===== config.mk =====
export PLATFORM = sky130hd
export DESIGN_NAME = motor_telemetry_line_parser
export DESIGN_NICKNAME = d
export VERILOG_FILES = /design/src/design/mtlp_pkg.sv /design/src/design/motor_telemetry_line_parser.sv
export SDC_FILE = /design/constraint.sdc
export NUM_CORES = 1
export LEC_CHECK = 0
export ABC_AREA = 1
export BUFFER_PORTS_ARGS = -buffer_cell sky130_fd_sc_hd__clkbuf_2
export CAP_MARGIN = 20
export CORE_ASPECT_RATIO = 0.8
export CORE_MARGIN = 4
export CORE_UTILIZATION = 45
export CTS_CLUSTER_SIZE = 30
export DETAILED_ROUTE_END_ITERATION = 7
export HOLD_SLACK_MARGIN = 0.08
export MAX_ROUTING_LAYER = met4
export SETUP_SLACK_MARGIN = 0.5
export SLEW_MARGIN = 0
export SYNTH_ARGS = -nofsm -noshare
export SYNTH_HDL_FRONTEND = slang
export SYNTH_SLANG_ARGS = --single-unit

===== constraint.sdc =====
create_clock -name aclk -period 17.5 [get_ports aclk]
set_input_delay 3.5 -clock aclk [delete_from_list [all_inputs] [get_ports aclk]]
set_output_delay 3.5 -clock aclk [all_outputs]
set_load 0.05 [all_outputs]

===== src/design/mtlp_pkg.sv =====
`timescale 1ns / 1ps
package mtlp_pkg;

    localparam int LINE_BYTES_DEF = 1024;
    localparam int MAX_TOKENS_DEF = 16;

    localparam logic OP_BYTE = 1'b0;
    localparam logic OP_TICK = 1'b1;

    localparam logic [2:0] KEY_NONE = 3'd7;
    localparam int BANNER_LEN = 17;

    localparam logic [2:0] PH_SKIP = 3'd0;
    localparam logic [2:0] PH_SIGN = 3'd1;
    localparam logic [2:0] PH_INT  = 3'd2;
    localparam logic [2:0] PH_FRAC = 3'd3;
    localparam logic [2:0] PH_STOP = 3'd4;

    localparam logic [0:0] CFG_ENABLE  = 1'b0;
    localparam logic [0:0] CFG_TIMEOUT = 1'b1;

    typedef struct packed {
        logic       operation;
        logic [7:0] rx_byte;
    } in_item_t;

    typedef struct packed {
        logic signed [31:0] voltage_milli;
        logic signed [31:0] current_milli;
        logic signed [31:0] speed_milli;
        logic signed [31:0] ctrl_temp_milli;
        logic signed [31:0] motor_temp_milli;
        logic               booted;
        logic               alive;
        logic               line_end;
        logic               decode_ok;
    } out_item_t;

    function automatic logic [7:0] banner_char(input logic [4:0] pos);
        case (pos)
            5'd0:  banner_char = "M";
            5'd1:  banner_char = "o";
            5'd2:  banner_char = "t";
            5'd3:  banner_char = "o";
            5'd4:  banner_char = "r";
            5'd5:  banner_char = "l";
            5'd6:  banner_char = "o";
            5'd7:  banner_char = "o";
            5'd8:  banner_char = "p";
            5'd9:  banner_char = " ";
            5'd10: banner_char = "s";
            5'd11: banner_char = "t";
            5'd12: banner_char = "a";
            5'd13: banner_char = "r";
            5'd14: banner_char = "t";
            5'd15: banner_char = "e";
            5'd16: banner_char = "d";
            default: banner_char = 8'd0;
        endcase
    endfunction

    // key text: U, I, RPM, con, mot; zero past the key's length
    function automatic logic [7:0] key_char(input logic [2:0] k, input logic [2:0] pos);
        logic [7:0] r;
        r = 8'd0;
        case (k)
            3'd0: if (pos == 3'd0) r = "U";
            3'd1: if (pos == 3'd0) r = "I";
            3'd2: case (pos) 3'd0: r = "R"; 3'd1: r = "P"; 3'd2: r = "M"; default: r = 8'd0; endcase
            3'd3: case (pos) 3'd0: r = "c"; 3'd1: r = "o"; 3'd2: r = "n"; default: r = 8'd0; endcase
            3'd4: case (pos) 3'd0: r = "m"; 3'd1: r = "o"; 3'd2: r = "t"; default: r = 8'd0; endcase
            default: r = 8'd0;
        endcase
        return r;
    endfunction

    function automatic logic [2:0] key_len(input logic [2:0] k);
        return (k < 3'd2) ? 3'd1 : 3'd3;
    endfunction

endpackage


===== src/design/motor_telemetry_line_parser.sv =====
`timescale 1ns / 1ps
// An accepted item's result item is written to the output register on the edge that accepts it.
// One item is taken per cycle while the output register is free or being taken; the whole
// byte-wise line, token and number update sits between the state registers and the output register.
// Reset (aresetn low, synchronous): line state cleared, published values zero,
// monitor disabled, timeout 1000, countdown zero, no result held.
module motor_telemetry_line_parser #(
    parameter int LINE_BYTES = mtlp_pkg::LINE_BYTES_DEF,
    parameter int MAX_TOKENS = mtlp_pkg::MAX_TOKENS_DEF
) (
    input  logic                aclk,
    input  logic                aresetn,
    input  logic                s_valid,
    output logic                s_ready,
    input  mtlp_pkg::in_item_t  s_data,
    output logic                m_valid,
    input  logic                m_ready,
    output mtlp_pkg::out_item_t m_data,
    input  logic                cfg_valid,
    output logic                cfg_ready,
    input  logic [0:0]          cfg_index,
    input  logic [31:0]         cfg_data
);

    localparam int LW = $clog2(LINE_BYTES + 1);
    localparam int TW = $clog2(MAX_TOKENS + 1);
    localparam logic [2:0] KEY_NONE_L = mtlp_pkg::KEY_NONE;

    // line and token state
    logic [LW-1:0] line_length_reg, line_length_next;
    logic [TW-1:0] token_count_reg, token_count_next;
    logic          in_token_reg, in_token_next;
    logic [4:0]    key_match_reg, key_match_next;
    logic [2:0]    key_pos_reg, key_pos_next;
    logic [2:0]    pending_key_reg, pending_key_next;
    logic [31:0]   accum_reg, accum_next;
    logic [2:0]    phase_reg, phase_next;
    logic          neg_reg, neg_next;
    logic [1:0]    frac_reg, frac_next;
    logic [31:0]   pend_reg [5];
    logic [31:0]   pend_next [5];
    logic [4:0]    found_reg, found_next;
    logic [4:0]    banner_pos_reg, banner_pos_next;
    logic          banner_seen_reg, banner_seen_next;
    logic          nul_seen_reg, nul_seen_next;
    logic          booted_reg, booted_next;
    logic [31:0]   pub_reg [5];
    logic [31:0]   pub_next [5];
    logic [15:0]   countdown_reg, countdown_next;
    logic          enable_reg;
    logic [15:0]   timeout_reg;
    logic          m_valid_reg;
    mtlp_pkg::out_item_t out_reg, out_next;

    logic accept;
    logic cfg_fire;

    // output register frees as it is taken, so a new item enters every cycle unless it is held full with m_ready low
    assign s_ready   = !m_valid_reg || m_ready;
    assign accept    = s_valid && s_ready;
    assign cfg_ready = 1'b1;
    assign cfg_fire  = cfg_valid;
    assign m_valid   = m_valid_reg;
    assign m_data    = out_reg;

    // number helpers
    function automatic logic [31:0] sat(input logic [36:0] t);
        return (t > 37'h80000000) ? 32'h80000000 : t[31:0];
    endfunction

    function automatic logic [31:0] num_value(input logic neg, input logic [31:0] a);
        if (neg) return 32'd0 - a;
        return (a > 32'h7fffffff) ? 32'h7fffffff : a;
    endfunction

    always_comb begin
        logic [7:0]  c;
        logic        le;
        logic        dok;
        logic        tok_end;
        logic [3:0]  d;
        logic [36:0] t;
        logic [9:0]  fs;
        logic        is_key_tok;
        logic [2:0]  ph;
        logic [2:0]  pk;
        logic [31:0] nv;

        line_length_next = line_length_reg;
        token_count_next = token_count_reg;
        in_token_next    = in_token_reg;
        key_match_next   = key_match_reg;
        key_pos_next     = key_pos_reg;
        pending_key_next = pending_key_reg;
        accum_next       = accum_reg;
        phase_next       = phase_reg;
        neg_next         = neg_reg;
        frac_next        = frac_reg;
        found_next       = found_reg;
        banner_pos_next  = banner_pos_reg;
        banner_seen_next = banner_seen_reg;
        nul_seen_next    = nul_seen_reg;
        booted_next      = booted_reg;
        countdown_next   = countdown_reg;
        for (int k = 0; k < 5; k++) begin
            pend_next[k] = pend_reg[k];
            pub_next[k]  = pub_reg[k];
        end
        c = s_data.rx_byte;
        le = 1'b0;
        dok = 1'b0;
        tok_end = 1'b0;
        d = c[3:0];
        t = '0;
        fs = '0;
        ph = phase_reg;
        pk = KEY_NONE_L;
        nv = '0;
        // parity of the current token: odd count means a key token
        is_key_tok = token_count_reg[0];

        if (s_data.operation == mtlp_pkg::OP_TICK) begin
            if (countdown_reg != 16'd0) countdown_next = countdown_reg - 16'd1;
        end else if (c == 8'd10) begin
            le = 1'b1;
            tok_end = in_token_reg;
        end else if (c != 8'd13) begin
            if (line_length_reg < LW'(LINE_BYTES)) begin
                line_length_next = line_length_reg + LW'(1);
                if (!nul_seen_reg) begin
                    if (c == 8'd0) begin
                        tok_end = in_token_reg;
                        nul_seen_next = 1'b1;
                    end else begin
                        // banner search with restart on 'M'
                        if (banner_pos_reg < 5'(mtlp_pkg::BANNER_LEN)) begin
                            if (c == mtlp_pkg::banner_char(banner_pos_reg))
                                banner_pos_next = banner_pos_reg + 5'd1;
                            else
                                banner_pos_next = (c == "M") ? 5'd1 : 5'd0;
                            if (banner_pos_next == 5'(mtlp_pkg::BANNER_LEN))
                                banner_seen_next = 1'b1;
                        end
                        if (c == "," || c == "=") begin
                            tok_end = in_token_reg;
                        end else begin
                            if (!in_token_reg && token_count_reg < TW'(MAX_TOKENS)) begin
                                // token start: even count before increment opens a key
                                if (!token_count_reg[0]) begin
                                    key_match_next   = 5'h1f;
                                    key_pos_next     = 3'd0;
                                    pending_key_next = KEY_NONE_L;
                                end else begin
                                    accum_next = '0;
                                    phase_next = mtlp_pkg::PH_SKIP;
                                    neg_next   = 1'b0;
                                    frac_next  = 2'd0;
                                end
                                token_count_next = token_count_reg + TW'(1);
                                in_token_next    = 1'b1;
                                is_key_tok       = !token_count_reg[0];
                            end
                            if (in_token_next) begin
                                if (is_key_tok) begin
                                    for (int k = 0; k < 5; k++) begin
                                        if (key_match_next[k] &&
                                            (key_pos_next >= mtlp_pkg::key_len(3'(k)) ||
                                             mtlp_pkg::key_char(3'(k), key_pos_next) != c))
                                            key_match_next[k] = 1'b0;
                                    end
                                    if (key_pos_next < 3'd7) key_pos_next = key_pos_next + 3'd1;
                                end else if (pending_key_next < 3'd5) begin
                                    ph = phase_next;
                                    if (ph == mtlp_pkg::PH_STOP) begin
                                    end else if (ph == mtlp_pkg::PH_SKIP && (c == " " ||
                                                 c == 8'h09 || c == 8'h0b || c == 8'h0c)) begin
                                    end else if (ph == mtlp_pkg::PH_SKIP &&
                                                 (c == "+" || c == "-")) begin
                                        if (c == "-") neg_next = 1'b1;
                                        phase_next = mtlp_pkg::PH_SIGN;
                                    end else if (c >= "0" && c <= "9") begin
                                        if (ph <= mtlp_pkg::PH_INT) begin
                                            t = 37'({accum_next, 3'b000}) +
                                                37'({accum_next, 1'b0}) +
                                                37'(d) * 37'd1000;
                                            accum_next = sat(t);
                                            phase_next = mtlp_pkg::PH_INT;
                                        end else if (frac_next < 2'd3) begin
                                            case (frac_next)
                                                2'd0:    fs = 10'd100;
                                                2'd1:    fs = 10'd10;
                                                default: fs = 10'd1;
                                            endcase
                                            t = 37'(accum_next) + 37'(d) * 37'(fs);
                                            accum_next = sat(t);
                                            frac_next  = frac_next + 2'd1;
                                        end
                                    end else if (c == "." && ph <= mtlp_pkg::PH_INT) begin
                                        phase_next = mtlp_pkg::PH_FRAC;
                                    end else begin
                                        phase_next = mtlp_pkg::PH_STOP;
                                    end
                                end
                            end
                        end
                    end
                end
            end else begin
                // overflow: drop the byte and restart the line
                le = 1'b0;
            end
        end

        // token end; only the current token's parity matters
        if (tok_end) begin
            if (token_count_reg[0]) begin
                pk = KEY_NONE_L;
                for (int k = 0; k < 5; k++)
                    if (key_match_next[k] && key_pos_next == mtlp_pkg::key_len(3'(k)) &&
                        !found_next[k])
                        pk = 3'(k);
                pending_key_next = pk;
            end else if (pending_key_next < 3'd5) begin
                nv = num_value(neg_next, accum_next);
                pend_next[pending_key_next] = nv;
                found_next[pending_key_next] = 1'b1;
                pending_key_next = KEY_NONE_L;
            end
            in_token_next = 1'b0;
        end

        if (le) begin
            if (banner_seen_next) begin
                booted_next = 1'b1;
            end else if (enable_reg) begin
                for (int k = 0; k < 5; k++)
                    if (found_next[k]) pub_next[k] = pend_next[k];
                dok = (found_next == 5'h1f);
                if (dok) countdown_next = timeout_reg;
            end
        end

        // line restart at line end or on overflow
        if (s_data.operation == mtlp_pkg::OP_BYTE && (le ||
            (c != 8'd13 && line_length_reg >= LW'(LINE_BYTES)))) begin
            line_length_next = '0;
            token_count_next = '0;
            in_token_next    = 1'b0;
            key_match_next   = 5'h1f;
            key_pos_next     = 3'd0;
            pending_key_next = KEY_NONE_L;
            accum_next       = '0;
            phase_next       = mtlp_pkg::PH_SKIP;
            neg_next         = 1'b0;
            frac_next        = 2'd0;
            found_next       = '0;
            for (int k = 0; k < 5; k++) pend_next[k] = '0;
            banner_pos_next  = '0;
            banner_seen_next = 1'b0;
            nul_seen_next    = 1'b0;
        end

        out_next.voltage_milli    = pub_next[0];
        out_next.current_milli    = pub_next[1];
        out_next.speed_milli      = pub_next[2];
        out_next.ctrl_temp_milli  = pub_next[3];
        out_next.motor_temp_milli = pub_next[4];
        out_next.booted           = booted_next;
        out_next.alive            = enable_reg && (countdown_next != 16'd0);
        out_next.line_end         = le;
        out_next.decode_ok        = dok;
    end

    always_ff @(posedge aclk) begin
        if (!aresetn) begin
            line_length_reg <= '0;
            token_count_reg <= '0;
            in_token_reg    <= 1'b0;
            key_match_reg   <= 5'h1f;
            key_pos_reg     <= 3'd0;
            pending_key_reg <= KEY_NONE_L;
            accum_reg       <= '0;
            phase_reg       <= mtlp_pkg::PH_SKIP;
            neg_reg         <= 1'b0;
            frac_reg        <= 2'd0;
            found_reg       <= '0;
            banner_pos_reg  <= '0;
            banner_seen_reg <= 1'b0;
            nul_seen_reg    <= 1'b0;
            booted_reg      <= 1'b0;
            countdown_reg   <= '0;
            enable_reg      <= 1'b0;
            timeout_reg     <= 16'd1000;
            m_valid_reg     <= 1'b0;
            for (int k = 0; k < 5; k++) begin
                pend_reg[k] <= '0;
                pub_reg[k]  <= '0;
            end
        end else begin
            if (accept) begin
                line_length_reg <= line_length_next;
                token_count_reg <= token_count_next;
                in_token_reg    <= in_token_next;
                key_match_reg   <= key_match_next;
                key_pos_reg     <= key_pos_next;
                pending_key_reg <= pending_key_next;
                accum_reg       <= accum_next;
                phase_reg       <= phase_next;
                neg_reg         <= neg_next;
                frac_reg        <= frac_next;
                found_reg       <= found_next;
                banner_pos_reg  <= banner_pos_next;
                banner_seen_reg <= banner_seen_next;
                nul_seen_reg    <= nul_seen_next;
                booted_reg      <= booted_next;
                countdown_reg   <= countdown_next;
                for (int k = 0; k < 5; k++) begin
                    pend_reg[k] <= pend_next[k];
                    pub_reg[k]  <= pub_next[k];
                end
                m_valid_reg <= 1'b1;
            end else if (m_ready) begin
                m_valid_reg <= 1'b0;
            end
            // the user must send configuration only while idle; the block itself does not enforce this
            if (cfg_fire) begin
                unique case (cfg_index)
                    mtlp_pkg::CFG_ENABLE: begin
                        enable_reg <= cfg_data[0];
                        if (cfg_data[0]) countdown_reg <= timeout_reg;
                    end
                    mtlp_pkg::CFG_TIMEOUT: timeout_reg <= cfg_data[15:0];
                    default: ;
                endcase
            end
        end
    end

    // hold the result item until taken
    always_ff @(posedge aclk) begin
        if (accept) out_reg <= out_next;
    end

endmodule

==> run metrics, run 1 <==
status completed; dpl hpwl 79.6 mm; Placed Area a little under 40,000 um2; CORE AREA 81,100 um2; Max Slew Vio Count 0; # IOs around 210; die span in x roughly 330 um; CTS tree yes; DP Worst Slack approximately 5.3 ns; FMAX roughly 84 MHz; Mean Syn Cell Area 7.55 um2; RSZ-0062 raised after global routing false; yosys warns 0; kind of critical path in2reg; Critical Path AT 12.30 ns; Seq cells post-synth 604; maximum vdd drop around 0.000066 V; synth unique cells 65; share of post-route cells with drive strength above 1 11.2%; FILL cells approximately 8,100; sequential area share after synthesis 45.7%; fin crit share ~68%; grt peak-use layer met1; gr ovfl total 0; fin cells a little over 6,000; Worst Skew 0.0190 ns; largest net degree at the start of global routing about 130; vias in the first global route roughly 29,000; final critical-path required period ~12 ns; post-route cell area a little over 40,000 um2; Netlist Area Pre-Place roughly 37,000 um2; Initial Util between 40% and 50%; die area slightly below 90,000 um2; # clock sinks slightly above 600; Area Overhead vs Synth 11.4%; clk_lat worst skew between 0.6 and 0.7 ns; Crit Path Max Fanout 27; ANT nets after route 0; WL final ~110 mm; Largest register FFs 164; min-delay worst type reg2reg; Fin. Hold Viols 0; P_leak a little under 20 nW; vias per std cell about 5.2; Tot GR Track Use between 20% and 30%; NumNets Final ~5,200; Rel. slew slack between 10% and 20%; PostCTS Resize Cnt 0; grt met2 use 36.1%; final setup TNS 0 ns; crit end category flop; Post-Syn Instances between 4,000 and 5,000; RePlAce Congestion 0.953; final hold slack 0.457 ns; first-pass GRT wire length 171 mm; First-pass DRT Iterations 6; Post-Place Cells 6,070; met3 GRT Util under 10%; Top cell by count, worst path nand2_1; CTS Buffer Depth 3; commonest non-fill, non-tap cell in the layout nand2_1; Iter 0 DRT Violations about 3,500; Mapped Nets 5,101; Remaining DRCs 0; worst stage delay on the critical path between 1 and 1.5 ns; most frequent cells in the layout nand2_1, nor2_1, inv_1; cell area power density 93.9 nW/um2; Crit-path slowest cell o21ai_0; clock-pin slew on the worst setup and hold paths around 0.06 ns; root buf cell clkbuf_16; CTS Buf Count 66; hold-fix buffer count after cts 0; Synth Flop Type edfxtp_1; Worst Path Required around 18 ns; Max Cap Viol 0; H-tree depth 3; drt wl/cell between 15 and 20 um; met1 usage 39.2%; initial antenna violation count 2; Final setup viols 0; DR vias 32,300; PnR worst setup slack roughly 5.5 ns; height of the chip 265 um; worst slew pin tran about 1.3 ns; asr flop ratio synth 0%; buffer count from post-CTS setup fixing 0; EDFF count, synth roughly 480; Core Rows 93; Startpoint Class primary input; PortBufs 196
[cell usage after synthesis (6+ instances only)]
library cell     n  area [um2]
nand2_1       1283        4820
nor2_1         742        2790
inv_1          732        2750
edfxtp_1       484       14500
nand3_1        325        1630
a21oi_1        182         911
o21ai_0        162         811
clkbuf_1       130         488
dfxtp_1        120        2400
ha_1           110        1380
or2_2           94         588
o21ai_1         91         455
o22ai_1         37         231
nand2_2         36         225
inv_2           34         128
fa_1            33         661
nor3_1          33         165
nand4_1         31         194
xor2_1          30         263
buf_2           24         120
nor2_2          22         138
and2_1          19         119
xnor2_1         14         123
a221oi_1        12         105
nor4_1          12        75.1
o211ai_1        12        90.1
buf_1           10        37.5
a22oi_1          8        60.1
nor2_4           7        78.8
clkinv_1         6        22.5
[worst max-delay path: cells and delay by family]
kind                     cells  cell delay [ns]
AO/OA/AOI/OAI               10             2.62
XOR/XNOR                     1             0.24
adder cells (fa/ha/maj)      5             2.40
buffers and inverters        6             1.04
AND/OR/NAND/NOR             15             2.47
[per-stage QoR]
| step | util, % | total power, mW |
|---|---|---|
| floorplan | - | 2.28 |
| global route | 50.9 | 4.05 |
| CTS | 50.9 | 3.90 |
| finish | 50.9 | 3.88 |
| detailed placement | 48.2 | 2.48 |
| global placement | 48.2 | 2.47 |
[logic make-up after synthesis]
logic type | Yosys count | share of synthesized area, %
AND/OR/NAND/NOR | 2631 | 29.9
buffers and inverters | 945 | 9.83
flip-flops | 604 | 45.7
AO/OA/AOI/OAI | 542 | 8.02
adder cells (fa/ha/maj) | 143 | 5.50
XOR/XNOR | 45 | 1.08
other | 1 | 0.0101
[final timing paths]
| path | slack, ns | startpoint | depth (start not counted) | to |
|---|---|---|---|---|
| max | 5.53 | s_data[1] | 37 | pub_reg[0][7] |
| min | 0.46 | key_match_reg[2] | 2 | key_match_reg[2] |
| max reg2reg | 7.84 | token_count_reg[0] | 34 | pub_reg[0][7] |
| min reg2reg | 0.46 | key_match_reg[2] | 2 | key_match_reg[2] |
[report_power, final]
group | total (mW) | internal, mW | switching [mW] | leakage (nW)
logic | 0.772 | 0.208 | 0.564 | 12.6
registers | 1.69 | 1.66 | 0.0308 | 6.14
clock network | 1.42 | 0.806 | 0.612 | 1.07
[final cells by class]
class	count	area (um2)	area share [%]
timing repair buffer	243	1360	3.30
inverter	772	2920	7.07
antenna	1	2.50	0.00606
clock inverter	41	444	1.08
sequential	604	16900	41.0
multi-input combinational	3362	16500	40.0
tap	1092	1370	3.31
clock buffer	81	1730	4.18
[metal layers]
metal / routed length (um) / part of all wire [%]
met1: 53700 / 48
met2: 46300 / 42
met3: 9150 / 8.2
met4: 2150 / 1.9
met5: 0 / 0
Power figures use the tool's default switching activity.
==> inputs of run 2 (changes only) <==
==> constraint.sdc (replaced) <==
create_clock -name aclk -period 11.1 [get_ports aclk]
set_input_delay 2.22 -clock aclk [delete_from_list [all_inputs] [get_ports aclk]]
set_output_delay 2.22 -clock aclk [all_outputs]
set_load 0.05 [all_outputs]
==> run 2 against run 1 <==
Effect of this change: combinational power grew 59%; final cell count grew 0.31%; highest routed layer unchanged; die area is the same.
==> run metrics, run 2 (same netlist as run 1, synthesis figures left out) <==
gr ovfl total 0 (unchanged); ANT nets after route 0 (unchanged); Remaining DRCs 0 (unchanged); most frequent cells in the layout nand2_1, nor2_1, inv_1 (unchanged); CORE AREA 81,100 um2 (unchanged); FMAX around 100 MHz; worst stage delay on the critical path 0.64 ns (was 1.13 ns); status completed (unchanged); Worst Skew 0.0346 ns (was 0.0190 ns); fin crit share roughly 90%; Worst R2R End pub_reg[0][50] (was pub_reg[0][7]); Area Overhead vs Synth 11.4% (about the same); die area 87,100 um2 (unchanged); NumNets Final 5,260 (was 5,239); maximum vdd drop 0.000133 V (was 0.0000662 V); final critical-path required period 9.79 ns; Placed Area 39,300 um2 (was 39,100 um2); vias per std cell 5.20 (was 5.21); RR Startpoint token_count_reg[0] (unchanged); CTS Buf Count 61 (was 66); Crit Path Max Fanout 10 (was 27); commonest non-fill, non-tap cell in the layout nand2_1 (unchanged); hold_sp token_count_reg[3] (was key_match_reg[2]); First-pass DRT Iterations 8 (was 6); final setup TNS 0 ns (unchanged); Tot GR Track Use 26.0% (was 25.8%); clk_lat worst skew 0.67 ns (was 0.63 ns); # clock sinks 604 (unchanged); Startpoint Class primary input (unchanged); Rel. slew slack 27.4% (was 15.7%); Final setup viols 0 (unchanged); Max Slew Vio Count 0 (unchanged); PostCTS Resize Cnt 0 (unchanged); post-route cell area 41,300 um2 (about the same); largest net degree at the start of global routing 146 (was 132); end-of-flow core utilization 50.9% (about the same); H-tree depth 2 (was 3); clock-pin slew on the worst setup and hold paths 0.07 ns (was 0.06 ns); cell area power density 145 nW/um2 (was 93.9 nW/um2); PortBufs 196 (unchanged); Critical Path AT 10.17 ns (was 12.30 ns); Crit-path slowest cell fa_1 (was o21ai_0); DR vias 32,300 (about the same); share of post-route cells with drive strength above 1 11.4% (was 11.2%); WL final 112 mm (was 111 mm); RePlAce Congestion 0.980 (was 0.953); Worst Path Required 11.48 ns (was 17.83 ns); crit end category flop (unchanged); Iter 0 DRT Violations 3,760 (was 3,457); Worst Setup SP s_data[1] (unchanged); Fin. Hold Viols 0 (unchanged); # IOs 214 (unchanged); initial antenna violation count 1 (was 2); P_leak 19.8 nW (about the same); dpl hpwl 80.3 mm (was 79.6 mm); CTS tree yes (unchanged); Top cell by count, worst path nand2_1 (unchanged); Initial Util 45.7% (unchanged); RSZ-0062 raised after global routing false (unchanged); Max Cap Viol 0 (unchanged); die span in x 329 um (unchanged); Largest register FFs 164 (unchanged); worst slew pin tran 1.09 ns (was 1.25 ns); min-delay worst type reg2reg (unchanged); cells on worst reg2reg path 47 (was 34); height of the chip 265 um (unchanged); Reg2Reg Setup Slack 1.91 ns (was 7.84 ns); hold-fix buffer count after cts 0 (unchanged); Hold Path Cell Cnt 2 (unchanged); vias in the first global route 29,700 (was 29,300); kind of critical path in2reg (unchanged); Critical path destination pub_reg[0][50] (was pub_reg[0][7]); Core Rows 93 (unchanged); drt wl/cell 18.0 um (about the same); root buf cell clkbuf_16 (unchanged); first-pass GRT wire length 173 mm (was 171 mm); buffer count from post-CTS setup fixing 0 (unchanged); CTS Buffer Depth 3 (unchanged)
## run 2: cell types whose count changed in the layout (fill, tap and decap cells not counted), moves of 5 or more
cell / change
buf_4: +30
clkbuf_16: -5
clkinv_2: -6
clkinvlp_4: +5
## run 2: worst min-delay path by stage
stage               slack [ns]                 end
floorplan                 0.42             neg_reg
global route              0.48             neg_reg
detailed placement        0.45    key_match_reg[3]
global placement          0.44    key_match_reg[3]
CTS                       0.46  token_count_reg[4]
finish                    0.45  token_count_reg[4]
## run 2: metal layers
| layer | GRT usage [%] | up-vias | share of wire [%] |
|---|---|---|---|
| li1 | - | 16000 | - |
| met1 | 40.0 | 15100 | 49 |
| met2 | 36.7 | 1128 | 42 |
| met3 | 3.12 | 133 | 7.7 |
| met4 | 5.16 | 0 | 1.8 |
| met5 | - | - | 0 |
## run 2: worst max-delay path, delay by kind of cell
kind | cells | cell delay (ns)
simple gates | 25 | 3.15
xor+xnor | 2 | 0.50
fa+ha+maj | 6 | 2.57
buf+inv | 7 | 0.69
compound gates | 7 | 1.02
## run 2: report_power, final
group | switching, mW | leakage [nW] | total (mW) | internal (mW)
Sequential | 0.0486 | 6.14 | 2.66 | 2.61
Combinational | 0.892 | 12.7 | 1.23 | 0.342
Clock | 0.923 | 0.956 | 2.09 | 1.17
## run 2: cell type report
cell class              instances  area (um2)
well taps                    1092        1370
inverters                     772        2920
fillers                      8082       39800
flip-flops and latches        604       16900
clock buffers                  78        1610
clock inverters                36         398
multi-input cells            3362       16500
diodes                          2        5.00
repair buffers                269        1530
## run 2: through the flow
stage               std cells  hold slack [ns]  power, mW  setup WS [ns]
finish                   6215            0.451       5.99           1.31
global route             6213            0.481       6.26          0.620
CTS                      6213            0.457       6.02           1.47
detailed placement       6099            0.450       3.93          0.795
global placement         6099            0.438       3.91          0.864
floorplan                4911            0.422       3.59           2.67
